<file path="config.mk">
export PLATFORM = sky130hd
export DESIGN_NAME = piecewise_linear_interpolator_unit
export DESIGN_NICKNAME = d
export VERILOG_FILES = /design/src/sv/pwli_pkg.sv /design/src/sv/pwli_ram.sv /design/src/sv/pwli_ctrl.sv /design/src/sv/pwli_dp.sv /design/src/sv/piecewise_linear_interpolator_unit.sv
export SDC_FILE = /design/constraint.sdc
export NUM_CORES = 2
export LEC_CHECK = 0
export BUFFER_PORTS_ARGS = -buffer_cell sky130_fd_sc_hd__buf_2
export CELL_PAD_IN_SITES_DETAIL_PLACEMENT = 0
export CELL_PAD_IN_SITES_GLOBAL_PLACEMENT = 1
export CORE_AREA = 4 4 427 514
export CTS_CLUSTER_SIZE = 24
export DETAILED_ROUTE_END_ITERATION = 8
export DIE_AREA = 0 0 431 518
export GPL_TIMING_DRIVEN = 1
export PLACE_DENSITY = 0.75
export SYNTH_ARGS = -nofsm -noshare
export SYNTH_HDL_FRONTEND = slang
export SYNTH_SLANG_ARGS = --single-unit
export TNS_END_PERCENT = 10
</file>
<file path="constraint.sdc">
create_clock -name i_clk -period 9.2 [get_ports i_clk]
set_input_delay 0.46 -clock i_clk [delete_from_list [all_inputs] [get_ports i_clk]]
set_output_delay 0.46 -clock i_clk [all_outputs]
set_load 0.005 [all_outputs]
</file>
<file path="src/sv/pwli_pkg.sv">
// Shared types and constants of the piecewise linear interpolator.
`timescale 1ns / 1ps
`default_nettype none

package pwli_pkg;

    // Table size default and point count limits
    localparam int MAX_POINTS_DEF = 64;
    localparam int MIN_POINTS     = 2;

    // Field widths
    localparam int XY_W     = 16;
    localparam int IDX_W    = 6;
    localparam int PTS_W    = 7;
    localparam int DIFF_W   = XY_W + 1;
    localparam int PROD_W   = 2 * DIFF_W;
    localparam int QUO_W    = 2 * XY_W;
    localparam int REM_W    = XY_W + 1;
    localparam int ENTRY_W  = 2 * XY_W;

    // Divider length, one quotient bit per step
    localparam int DIV_STEPS = QUO_W;

    // Input word layout, lowest field first
    localparam int IN_IDX_LO   = 0;
    localparam int IN_X_LO     = IN_IDX_LO + IDX_W;
    localparam int IN_Y_LO     = IN_X_LO + XY_W;
    localparam int IN_USED_W   = IN_Y_LO + XY_W;
    localparam int IN_TDATA_W  = ((IN_USED_W + 7) / 8) * 8;
    localparam int OUT_TDATA_W = XY_W;

    // Configuration port
    localparam int CFG_IDX_W  = 2;
    localparam int CFG_DATA_W = PTS_W;

    localparam logic [CFG_IDX_W-1:0] REG_POINTS = 2'd0;
    localparam logic [CFG_IDX_W-1:0] REG_DESC   = 2'd1;

    localparam logic [PTS_W-1:0] POINTS_RST = 7'd2;

    // Item kinds carried on tuser
    localparam logic MODE_LOAD  = 1'b0;
    localparam logic MODE_QUERY = 1'b1;

    // Commands from the controller to the datapath
    typedef struct packed {
        logic start;       // latch query x
        logic last_load;   // latch last breakpoint and high-end test
        logic shift;       // current entry becomes previous entry
        logic pair_load;   // current entry is the upper bracket
        logic res_first;   // clamp to first y
        logic res_last;    // clamp to last y
        logic mul;         // form product and denominator
        logic div_init;    // load divider magnitudes
        logic div_step;    // one restoring division step
        logic res_interp;  // add signed quotient to lower y
        logic out_load;    // move result into output register
    } t_dp_cmd;

    // Status from the datapath to the controller
    typedef struct packed {
        logic hit;         // query x lies before the entry on the read port
        logic high;        // query x at or beyond the last breakpoint
    } t_dp_sts;

endpackage

`default_nettype wire

</file>
<file path="src/sv/pwli_ram.sv">
// Generic single-write, single-read RAM with registered read data.
`timescale 1ns / 1ps
`default_nettype none

module pwli_ram #(
    parameter int WIDTH = 32,
    parameter int DEPTH = 64,
    localparam int AW = (DEPTH > 1) ? $clog2(DEPTH) : 1
) (
    input  wire logic             i_clk,
    input  wire logic             i_wr_en,
    input  wire logic [AW-1:0]    i_wr_addr,
    input  wire logic [WIDTH-1:0] i_wr_data,
    input  wire logic [AW-1:0]    i_rd_addr,
    output logic      [WIDTH-1:0] o_rd_data
);

    logic [WIDTH-1:0] r_mem [DEPTH];

    // Write port and registered read port
    always_ff @(posedge i_clk) begin
        if (i_wr_en) begin
            r_mem[i_wr_addr] <= i_wr_data;
        end
        o_rd_data <= r_mem[i_rd_addr];
    end

endmodule

`default_nettype wire

</file>
<file path="src/sv/pwli_ctrl.sv">
// Controller: sequences the end checks, the breakpoint scan, the divide and the output.
`timescale 1ns / 1ps
`default_nettype none

module pwli_ctrl #(
    parameter int MAX_POINTS = pwli_pkg::MAX_POINTS_DEF,
    localparam int AW = $clog2(MAX_POINTS)
) (
    input  wire logic                       i_clk,
    input  wire logic                       i_rst_n,
    input  wire logic                       i_in_valid,
    input  wire logic                       i_in_query,
    output logic                            o_in_ready,
    input  wire logic [pwli_pkg::PTS_W-1:0] i_points,
    input  wire pwli_pkg::t_dp_sts          i_sts,
    output pwli_pkg::t_dp_cmd               o_cmd,
    output logic      [AW-1:0]              o_rd_addr,
    output logic                            o_out_valid,
    input  wire logic                       i_out_ready
);

    import pwli_pkg::*;

    localparam int CNT_W = $clog2(DIV_STEPS);
    localparam logic [CNT_W-1:0] CNT_LAST = CNT_W'(DIV_STEPS - 1);

    typedef enum logic [7:0] {
        S_IDLE  = 8'b0000_0001,
        S_LAST  = 8'b0000_0010,
        S_SCAN  = 8'b0000_0100,
        S_MUL   = 8'b0000_1000,
        S_DINIT = 8'b0001_0000,
        S_DIV   = 8'b0010_0000,
        S_FIN   = 8'b0100_0000,
        S_OUT   = 8'b1000_0000
    } t_state;

    t_state           r_state, n_state;
    logic [AW-1:0]    r_addr, n_addr;
    logic [CNT_W-1:0] r_cnt, n_cnt;
    logic             r_out_valid, n_out_valid;
    t_dp_cmd          w_cmd;

    logic [31:0]   w_pts, w_nlim, w_nlast_full;
    logic [AW-1:0] w_nlast;
    logic          w_acc_q;

    // Points in use, limited to between MIN_POINTS and the table size
    always_comb begin
        w_pts = 32'(i_points);
        if (w_pts < 32'(MIN_POINTS)) begin
            w_nlim = 32'(MIN_POINTS);
        end else if (w_pts > 32'(MAX_POINTS)) begin
            w_nlim = 32'(MAX_POINTS);
        end else begin
            w_nlim = w_pts;
        end
    end
    assign w_nlast_full = w_nlim - 32'd1;
    assign w_nlast      = w_nlast_full[AW-1:0];

    assign o_in_ready = (r_state == S_IDLE);
    assign w_acc_q    = i_in_valid && o_in_ready && i_in_query;

    // Next state and commands
    always_comb begin
        n_state = r_state;
        n_addr  = r_addr;
        n_cnt   = r_cnt;
        w_cmd   = '0;
        case (r_state)
            S_IDLE: begin
                n_addr = w_nlast;
                if (w_acc_q) begin
                    w_cmd.start = 1'b1;
                    n_state     = S_LAST;
                end
            end
            S_LAST: begin
                w_cmd.last_load = 1'b1;
                n_addr          = '0;
                n_state         = S_SCAN;
            end
            S_SCAN: begin
                if (r_addr == '0 && i_sts.hit) begin
                    w_cmd.res_first = 1'b1;
                    n_state         = S_OUT;
                end else if (r_addr == '0 && i_sts.high) begin
                    w_cmd.res_last = 1'b1;
                    n_state        = S_OUT;
                end else if (i_sts.hit || r_addr == w_nlast) begin
                    w_cmd.pair_load = 1'b1;
                    n_state         = S_MUL;
                end else begin
                    w_cmd.shift = 1'b1;
                    n_addr      = r_addr + 1'b1;
                end
            end
            S_MUL: begin
                w_cmd.mul = 1'b1;
                n_state   = S_DINIT;
            end
            S_DINIT: begin
                w_cmd.div_init = 1'b1;
                n_cnt          = '0;
                n_state        = S_DIV;
            end
            S_DIV: begin
                w_cmd.div_step = 1'b1;
                if (r_cnt == CNT_LAST) begin
                    n_state = S_FIN;
                end else begin
                    n_cnt = r_cnt + 1'b1;
                end
            end
            S_FIN: begin
                w_cmd.res_interp = 1'b1;
                n_state          = S_OUT;
            end
            S_OUT: begin
                if (!r_out_valid || i_out_ready) begin
                    w_cmd.out_load = 1'b1;
                    n_state        = S_IDLE;
                end
            end
            default: begin
                n_state = S_IDLE;
            end
        endcase
    end

    // Output word valid
    always_comb begin
        if (w_cmd.out_load) begin
            n_out_valid = 1'b1;
        end else if (i_out_ready) begin
            n_out_valid = 1'b0;
        end else begin
            n_out_valid = r_out_valid;
        end
    end

    always_ff @(posedge i_clk) begin
        if (!i_rst_n) begin
            r_state     <= S_IDLE;
            r_addr      <= '0;
            r_cnt       <= '0;
            r_out_valid <= 1'b0;
        end else begin
            r_state     <= n_state;
            r_addr      <= n_addr;
            r_cnt       <= n_cnt;
            r_out_valid <= n_out_valid;
        end
    end

    // RAM is addressed with the next index so its data lines up with r_addr
    assign o_rd_addr   = n_addr;
    assign o_cmd       = w_cmd;
    assign o_out_valid = r_out_valid;

    // A new output word only appears from the output state
    a_out_from_out: assert property (@(posedge i_clk) disable iff (!i_rst_n)
        $rose(r_out_valid) |-> $past(r_state == S_OUT))
        else $error("output word raised outside output state");

    // Divider setup always starts a full count
    a_div_start: assert property (@(posedge i_clk) disable iff (!i_rst_n)
        (r_state == S_DINIT) |=> (r_state == S_DIV && r_cnt == '0))
        else $error("divider did not start at step zero");

    // Divider ends after its last step
    a_div_end: assert property (@(posedge i_clk) disable iff (!i_rst_n)
        (r_state == S_DIV && r_cnt == CNT_LAST) |=> (r_state == S_FIN))
        else $error("divider overran its step count");

    // A free output slot takes the result and frees the input side
    a_out_handoff: assert property (@(posedge i_clk) disable iff (!i_rst_n)
        (r_state == S_OUT && (!r_out_valid || i_out_ready))
        |=> (r_state == S_IDLE && r_out_valid))
        else $error("result not handed to output register");

endmodule

`default_nettype wire

</file>
<file path="src/sv/pwli_dp.sv">
// Datapath: end compares, bracket registers, multiplier, restoring divider, output register.
`timescale 1ns / 1ps
`default_nettype none

module pwli_dp (
    input  wire logic                           i_clk,
    input  wire pwli_pkg::t_dp_cmd              i_cmd,
    output pwli_pkg::t_dp_sts                   o_sts,
    input  wire logic                           i_desc,
    input  wire logic signed [pwli_pkg::XY_W-1:0]    i_query_x,
    input  wire logic        [pwli_pkg::ENTRY_W-1:0] i_rd_data,
    output logic signed      [pwli_pkg::XY_W-1:0]    o_y_result,
    output logic                                     o_clamped
);

    import pwli_pkg::*;

    logic signed [XY_W-1:0]   r_x, r_ylast, r_xp, r_yp, r_xc, r_yc, r_res, r_out_y;
    logic                     r_high, r_res_clamp, r_out_clamp, r_neg;
    logic signed [PROD_W-1:0] r_prod;
    logic signed [DIFF_W-1:0] r_den;
    logic        [QUO_W-1:0]  r_quo;
    logic        [REM_W-1:0]  r_rem;
    logic        [XY_W-1:0]   r_dmag;

    logic signed [XY_W-1:0]   w_xe, w_ye;
    logic                     w_hit, w_high;
    logic signed [DIFF_W-1:0] w_dx, w_dy, w_den;
    logic signed [PROD_W-1:0] w_prod, w_pneg;
    logic signed [DIFF_W-1:0] w_dneg;
    logic        [REM_W-1:0]  w_shift;
    logic        [REM_W:0]    w_diff;
    logic        [QUO_W-1:0]  w_qs;

    // Entry on the read port
    assign w_xe = i_rd_data[XY_W-1:0];
    assign w_ye = i_rd_data[ENTRY_W-1:XY_W];

    // Position of query x against the entry
    assign w_hit  = i_desc ? (r_x > w_xe) : (r_x < w_xe);
    assign w_high = i_desc ? (r_x <= w_xe) : (r_x >= w_xe);

    assign o_sts.hit  = w_hit;
    assign o_sts.high = r_high;

    // Differences and product at full width
    assign w_dx   = DIFF_W'(r_x) - DIFF_W'(r_xp);
    assign w_dy   = DIFF_W'(r_yc) - DIFF_W'(r_yp);
    assign w_den  = DIFF_W'(r_xc) - DIFF_W'(r_xp);
    assign w_prod = w_dx * w_dy;

    // Magnitudes for the unsigned divider
    assign w_pneg = -r_prod;
    assign w_dneg = -r_den;

    // One restoring step
    assign w_shift = {r_rem[REM_W-2:0], r_quo[QUO_W-1]};
    assign w_diff  = {1'b0, w_shift} - {2'b00, r_dmag};

    // Quotient truncated toward zero
    assign w_qs = r_neg ? (~r_quo + 1'b1) : r_quo;

    always_ff @(posedge i_clk) begin
        if (i_cmd.start) begin
            r_x <= i_query_x;
        end
        if (i_cmd.last_load) begin
            r_ylast <= w_ye;
            r_high  <= w_high;
        end
        if (i_cmd.shift) begin
            r_xp <= w_xe;
            r_yp <= w_ye;
        end
        if (i_cmd.pair_load) begin
            r_xc <= w_xe;
            r_yc <= w_ye;
        end
        if (i_cmd.mul) begin
            r_prod <= w_prod;
            r_den  <= w_den;
        end
        if (i_cmd.div_init) begin
            r_neg  <= r_prod[PROD_W-1] ^ r_den[DIFF_W-1];
            r_quo  <= r_prod[PROD_W-1] ? w_pneg[QUO_W-1:0] : r_prod[QUO_W-1:0];
            r_dmag <= r_den[DIFF_W-1] ? w_dneg[XY_W-1:0] : r_den[XY_W-1:0];
            r_rem  <= '0;
        end else if (i_cmd.div_step) begin
            if (!w_diff[REM_W]) begin
                r_rem <= w_diff[REM_W-1:0];
                r_quo <= {r_quo[QUO_W-2:0], 1'b1};
            end else begin
                r_rem <= w_shift;
                r_quo <= {r_quo[QUO_W-2:0], 1'b0};
            end
        end
        // Result select
        if (i_cmd.res_first) begin
            r_res       <= w_ye;
            r_res_clamp <= 1'b1;
        end else if (i_cmd.res_last) begin
            r_res       <= r_ylast;
            r_res_clamp <= 1'b1;
        end else if (i_cmd.res_interp) begin
            r_res       <= r_yp + signed'(w_qs[XY_W-1:0]);
            r_res_clamp <= 1'b0;
        end
        // Output word
        if (i_cmd.out_load) begin
            r_out_y     <= r_res;
            r_out_clamp <= r_res_clamp;
        end
    end

    assign o_y_result = r_out_y;
    assign o_clamped  = r_out_clamp;

endmodule

`default_nettype wire

</file>
<file path="src/sv/piecewise_linear_interpolator_unit.sv">
// Piecewise linear interpolator: breakpoint table, scan, multiply and divide.
//
// Input stream: s_axis_tuser selects the word kind. A load word (tuser 0) writes
// one x/y breakpoint at point_index and gives no output word; an index at or
// beyond MAX_POINTS is dropped. A query word (tuser 1) gives one output word
// with the interpolated or clamped y and the clamp flag on tuser.
// Config channel: index 0 points in use (7 bits), index 1 descending order;
// always ready, write only while no query is in flight.
// A query first reads the last breakpoint, then scans the table from the first.
// A query before the first or at or beyond the last breakpoint is clamped and
// goes from the first entry to the output register; otherwise the scan runs to
// the upper bracket, then the product is formed, divided and added to lower y.
// The scan reads one breakpoint per cycle from the table RAM, and the radix-2
// divider resolves one of 32 quotient bits per cycle. Load words are taken
// back to back while no query is in flight. One query is worked on at a time;
// the input is ready again once the result sits in the output register, so a
// stalled receiver holds one word and stops the next query only at its
// hand-off. Reset clears the config to 2 points ascending and empties the output;
// table contents are kept and are only defined once written.
`timescale 1ns / 1ps
`default_nettype none

module piecewise_linear_interpolator_unit #(
    parameter int MAX_POINTS = pwli_pkg::MAX_POINTS_DEF
) (
    input  wire logic                                i_clk,
    input  wire logic                                i_rst_n,
    // Input stream
    input  wire logic                                s_axis_tvalid,
    output logic                                     s_axis_tready,
    // [5:0] point_index, [21:6] x_value, [37:22] y_value, [39:38] zero
    input  wire logic [pwli_pkg::IN_TDATA_W-1:0]     s_axis_tdata,
    // [0] mode
    input  wire logic                                s_axis_tuser,
    // Output stream
    output logic                                     m_axis_tvalid,
    input  wire logic                                m_axis_tready,
    // [15:0] y_result
    output logic      [pwli_pkg::OUT_TDATA_W-1:0]    m_axis_tdata,
    // [0] clamped
    output logic                                     m_axis_tuser,
    // Config write channel
    input  wire logic                                i_cfg_valid,
    output logic                                     o_cfg_ready,
    input  wire logic [pwli_pkg::CFG_IDX_W-1:0]      i_cfg_index,
    input  wire logic [pwli_pkg::CFG_DATA_W-1:0]     i_cfg_data
);

    import pwli_pkg::*;

    localparam int AW = $clog2(MAX_POINTS);

    logic [PTS_W-1:0] r_points;
    logic             r_desc;

    logic [IDX_W-1:0]       w_idx;
    logic signed [XY_W-1:0] w_x, w_y;
    logic [31:0]            w_idx32;
    logic                   w_wr_en;
    logic [AW-1:0]          w_wr_addr, w_rd_addr;
    logic [ENTRY_W-1:0]     w_rd_data;
    t_dp_cmd                w_cmd;
    t_dp_sts                w_sts;
    logic signed [XY_W-1:0] w_y_result;

    // Config registers
    assign o_cfg_ready = 1'b1;

    always_ff @(posedge i_clk) begin
        if (!i_rst_n) begin
            r_points <= POINTS_RST;
            r_desc   <= 1'b0;
        end else if (i_cfg_valid) begin
            case (i_cfg_index)
                REG_POINTS: r_points <= i_cfg_data[PTS_W-1:0];
                REG_DESC:   r_desc   <= i_cfg_data[0];
                default:    ;
            endcase
        end
    end

    // Input word fields
    assign w_idx = s_axis_tdata[IN_IDX_LO +: IDX_W];
    assign w_x   = s_axis_tdata[IN_X_LO +: XY_W];
    assign w_y   = s_axis_tdata[IN_Y_LO +: XY_W];

    // Breakpoint load
    assign w_idx32   = 32'(w_idx);
    assign w_wr_addr = w_idx32[AW-1:0];
    assign w_wr_en   = s_axis_tvalid && s_axis_tready && (s_axis_tuser == MODE_LOAD)
                       && (w_idx32 < 32'(MAX_POINTS));

    pwli_ram #(
        .WIDTH (ENTRY_W),
        .DEPTH (MAX_POINTS)
    ) u_table (
        .i_clk     (i_clk),
        .i_wr_en   (w_wr_en),
        .i_wr_addr (w_wr_addr),
        .i_wr_data ({w_y, w_x}),
        .i_rd_addr (w_rd_addr),
        .o_rd_data (w_rd_data)
    );

    pwli_ctrl #(
        .MAX_POINTS (MAX_POINTS)
    ) u_ctrl (
        .i_clk       (i_clk),
        .i_rst_n     (i_rst_n),
        .i_in_valid  (s_axis_tvalid),
        .i_in_query  (s_axis_tuser == MODE_QUERY),
        .o_in_ready  (s_axis_tready),
        .i_points    (r_points),
        .i_sts       (w_sts),
        .o_cmd       (w_cmd),
        .o_rd_addr   (w_rd_addr),
        .o_out_valid (m_axis_tvalid),
        .i_out_ready (m_axis_tready)
    );

    pwli_dp u_dp (
        .i_clk      (i_clk),
        .i_cmd      (w_cmd),
        .o_sts      (w_sts),
        .i_desc     (r_desc),
        .i_query_x  (w_x),
        .i_rd_data  (w_rd_data),
        .o_y_result (w_y_result),
        .o_clamped  (m_axis_tuser)
    );

    assign m_axis_tdata = w_y_result;

endmodule

`default_nettype wire
</file>
==> impl_metrics.yaml <==
run_status:
  status: "complete, no violations"
clock_tree:
  cts_tree: "done"
  cts_buffers: 219
  cts_sinks: 2354
  root_buffer: "clkbuf_16"
  clock_path_buffers: 3
  h-tree-depth: 4
  clock_latency_ns: 0.86
  clkTransAtPathRegs_ns: 0.07
logic_synthesis:
  ys_ff_latch: 2354
  synth-edff-count: 2277
  yosysWarnings: 0
  async_reset_ff_share_pct: 0
  synth_area_leader_cell: "edfxtp_1"
  synth_top_cell_area_share_pct: 65.31
  postSynthCellCount: 6738
  synth_cell_types: 78
  yosysSeqAreaShare_pct: 66.78
  syn_avg_cell_area_um2: 15.54
  synthFlopType: "edfxtp_1"
  synth_nets: 7282
  yosys-top-cells-area: "edfxtp_1, mux2i_1, fa_1"
  syn_area_um2: 104700
timing:
  setup_viol: 0
  finalCriticalPeriod_ns: 8.800
  slew_violations: 0
  finClkSkew_ns: 0.05823
  fmax_mhz: 113.6
  setup_tns_ns: 0
  finalHoldViolations: 0
  relSlewSlack_pct: 10.96
  worstMarginPinSlew_ns: 1.318
  fin_crit_sh_pct: 95.65
  worst_slack_ns: 0.4001
  timing.hold.ws_ns: 0.07231
finish:
  post-route-util_pct: 54.68
  drive_gt1_share_pct: 11.33
  fin_area_um2: 116900
  area_delta_synth_final_pct: 11.70
  final_nets: 7531
  final_cell_mix: "edfxtp_1, mux2i_1, o22ai_1"
  nFillCells: 16850
  layout_commonest_cell: "edfxtp_1"
worst_setup_path:
  worstPathRequired_ns: 9.86
  rr_worst_depth: 33
  path_max_fanout: 4
  r2r-start: "u_dp.r_xp[1]"
  startpoint_type: "flip-flop"
  cpMostUsedCell: "fa_1"
  critPathMaxStageDelay_ns: 0.57
  r2r-end: "u_dp.r_prod[30]"
  cp.arrival_ns: 9.46
  critPathSlowestCell: "fa_1"
  reg2reg_slack_ns: 0.40
  endpoint_kind: "flip-flop"
  critPathKind: "flip-flop to flip-flop"
place:
  pre_cts_slack_ns: 0.007430
  gp_congestion: 0.9299
  io_buffers: 71
  post-dp-hpwl_mm: 170.6
  placed_cell_area_um2: 109500
routing:
  vias: 58980
  drtIter0Drc: 5674
  wirelength_mm: 273.2
  wire_per_inst_um: 27.33
  vias_per_cell: 5.901
  drt-pass1-iter-count: 5
  drc: 0
  postRouteAntennaNets: 0
power:
  vdd_ir_drop_max_mv: 0.4472
  powerDensity_nw_per_um2: 290.8
  p_leak_nw: 41.38
floorplanning:
  die_area_um2: 223300
  boundaryPins: 75
  placementRows: 186
  die_y_um: 518
  die_w_um: 431
  start_util_pct: 48.95
  core_region_area_um2: 213900
global_routing:
  grt_max_degree: 105
  overflow: 0
  track_usage_pct: 24.02
  grt_pass1_wl_mm: 394.2
  grt_antenna_before_repair: 23
  grt_pass1_vias: 58690
hold_path:
  hold_path_end: "u_ctrl.r_state[0]"
  hold_class: "primary input to flip-flop"
  whs_path_depth: 4
  hp-start: "s_axis_tvalid"
flow_run:
  drv_cap: 0
[logic make-up after synthesis]
kind of cell / share of synthesized area (%)
AOI/OAI and AO/OA: 6.521
xor gates and xnor gates: 1.380
adders and majority gates: 8.003
buffers and inverters: 3.313
DFF: 66.78
muxes: 10.05
other: 0.003582
and+or+nand+nor: 3.943
[power by group]
part,switching [mW],internal [mW]
clock network,3.92,4.99
registers,0.131,12.5
logic,6.93,5.59
[worst max-delay path, delay by kind of cell (launching register included)]
kind,cells,cell delay (ns)
AOI/OAI and AO/OA,16,2.96
and+or+nand+nor,2,0.59
DFF,1,0.39
adders and majority gates,8,3.76
xor gates and xnor gates,1,0.31
buffers and inverters,6,0.59
[Yosys cell counts (34+ instances only)]
master and count:
clkbuf_1 104, o22ai_1 505, buf_4 38, buf_2 126, xor2_1 63, inv_1 462
nand2_1 297, o41ai_1 83, nor2_1 321, dfxtp_1 77, ha_1 188, buf_6 34
mux2i_1 1048, nor2b_1 35, fa_1 301, a21oi_1 75, nor4_1 36, o21ai_0 130
xnor2_1 102, edfxtp_1 2277
[stage by stage]
stage                     power [mW]  cells
final                          34.01   9995
after global placement         25.24   9567
after floorplan                22.32   6738
after detailed placement       25.40   9567
after CTS                      34.28   9984
after global routing           36.13   9991
[what timing repair did]
item	CTS	global route
endpoints found under the setup margin	1	7
resized for setup	1	31
pin swaps	0	5
hold buffers	17	0
setup buffers	0	2
hold endpoints to repair	20	0
[area by class of cell]
cell class                 instances  area [um2]  area share, %
sequential                      2354       69920          59.79
multi-input combinational       3608       32030          27.39
clock buffer                     286        5924          5.066
tap                             2820        3528          3.017
timing repair buffer             340        2646          2.263
inverter                         464        1742          1.489
clock inverter                   114        1135         0.9704
antenna                            9       22.52        0.01926
[sequential cells by signal (all words and copies together) (netlist names), 5 cells and up]
signal	flops
u_table.r_mem	2048
u_dp.r_prod	33
u_dp.r_quo	32
u_table.o_rd_data	32
u_dp.r_den	17
u_dp.o_y_result	16
u_dp.r_dmag	16
u_dp.r_rem	16
u_dp.r_res	16
u_dp.r_x	16
u_dp.r_xc	16
u_dp.r_xp	16
u_dp.r_yc	16
u_dp.r_ylast	16
u_dp.r_yp	16
u_ctrl.r_state	8
r_points	7
u_ctrl.r_addr	6
u_ctrl.r_cnt	5
[metal layers]
metal / share of wire [%] / up-vias / global-route usage [%]
met4: 3.2 / 4 / 7.523
met3: 6.5 / 460 / 3.562
met1: 39 / 30430 / 30.61
met5: 0.012 / - / 0
li1: - / 25990 / -
met2: 51 / 2097 / 42.36
[worst max path at each step]
stage	startpoint	endpoint	slack (ns)
2_1_floorplan	u_dp.r_x[0]	u_dp.r_prod[30]	0.14
3_3_place_gp	u_dp.r_xp[1]	u_dp.r_prod[30]	-0.003
3_5_place_dp	u_dp.r_xp[1]	u_dp.r_prod[30]	0.007
4_1_cts	u_dp.r_yp[1]	u_dp.r_prod[33]	0.03
5_1_grt	u_dp.r_x[0]	u_dp.r_prod[30]	-0.01
6_report	u_dp.r_xp[1]	u_dp.r_prod[30]	0.40
Note: power is estimated with default switching activity, not from simulation.
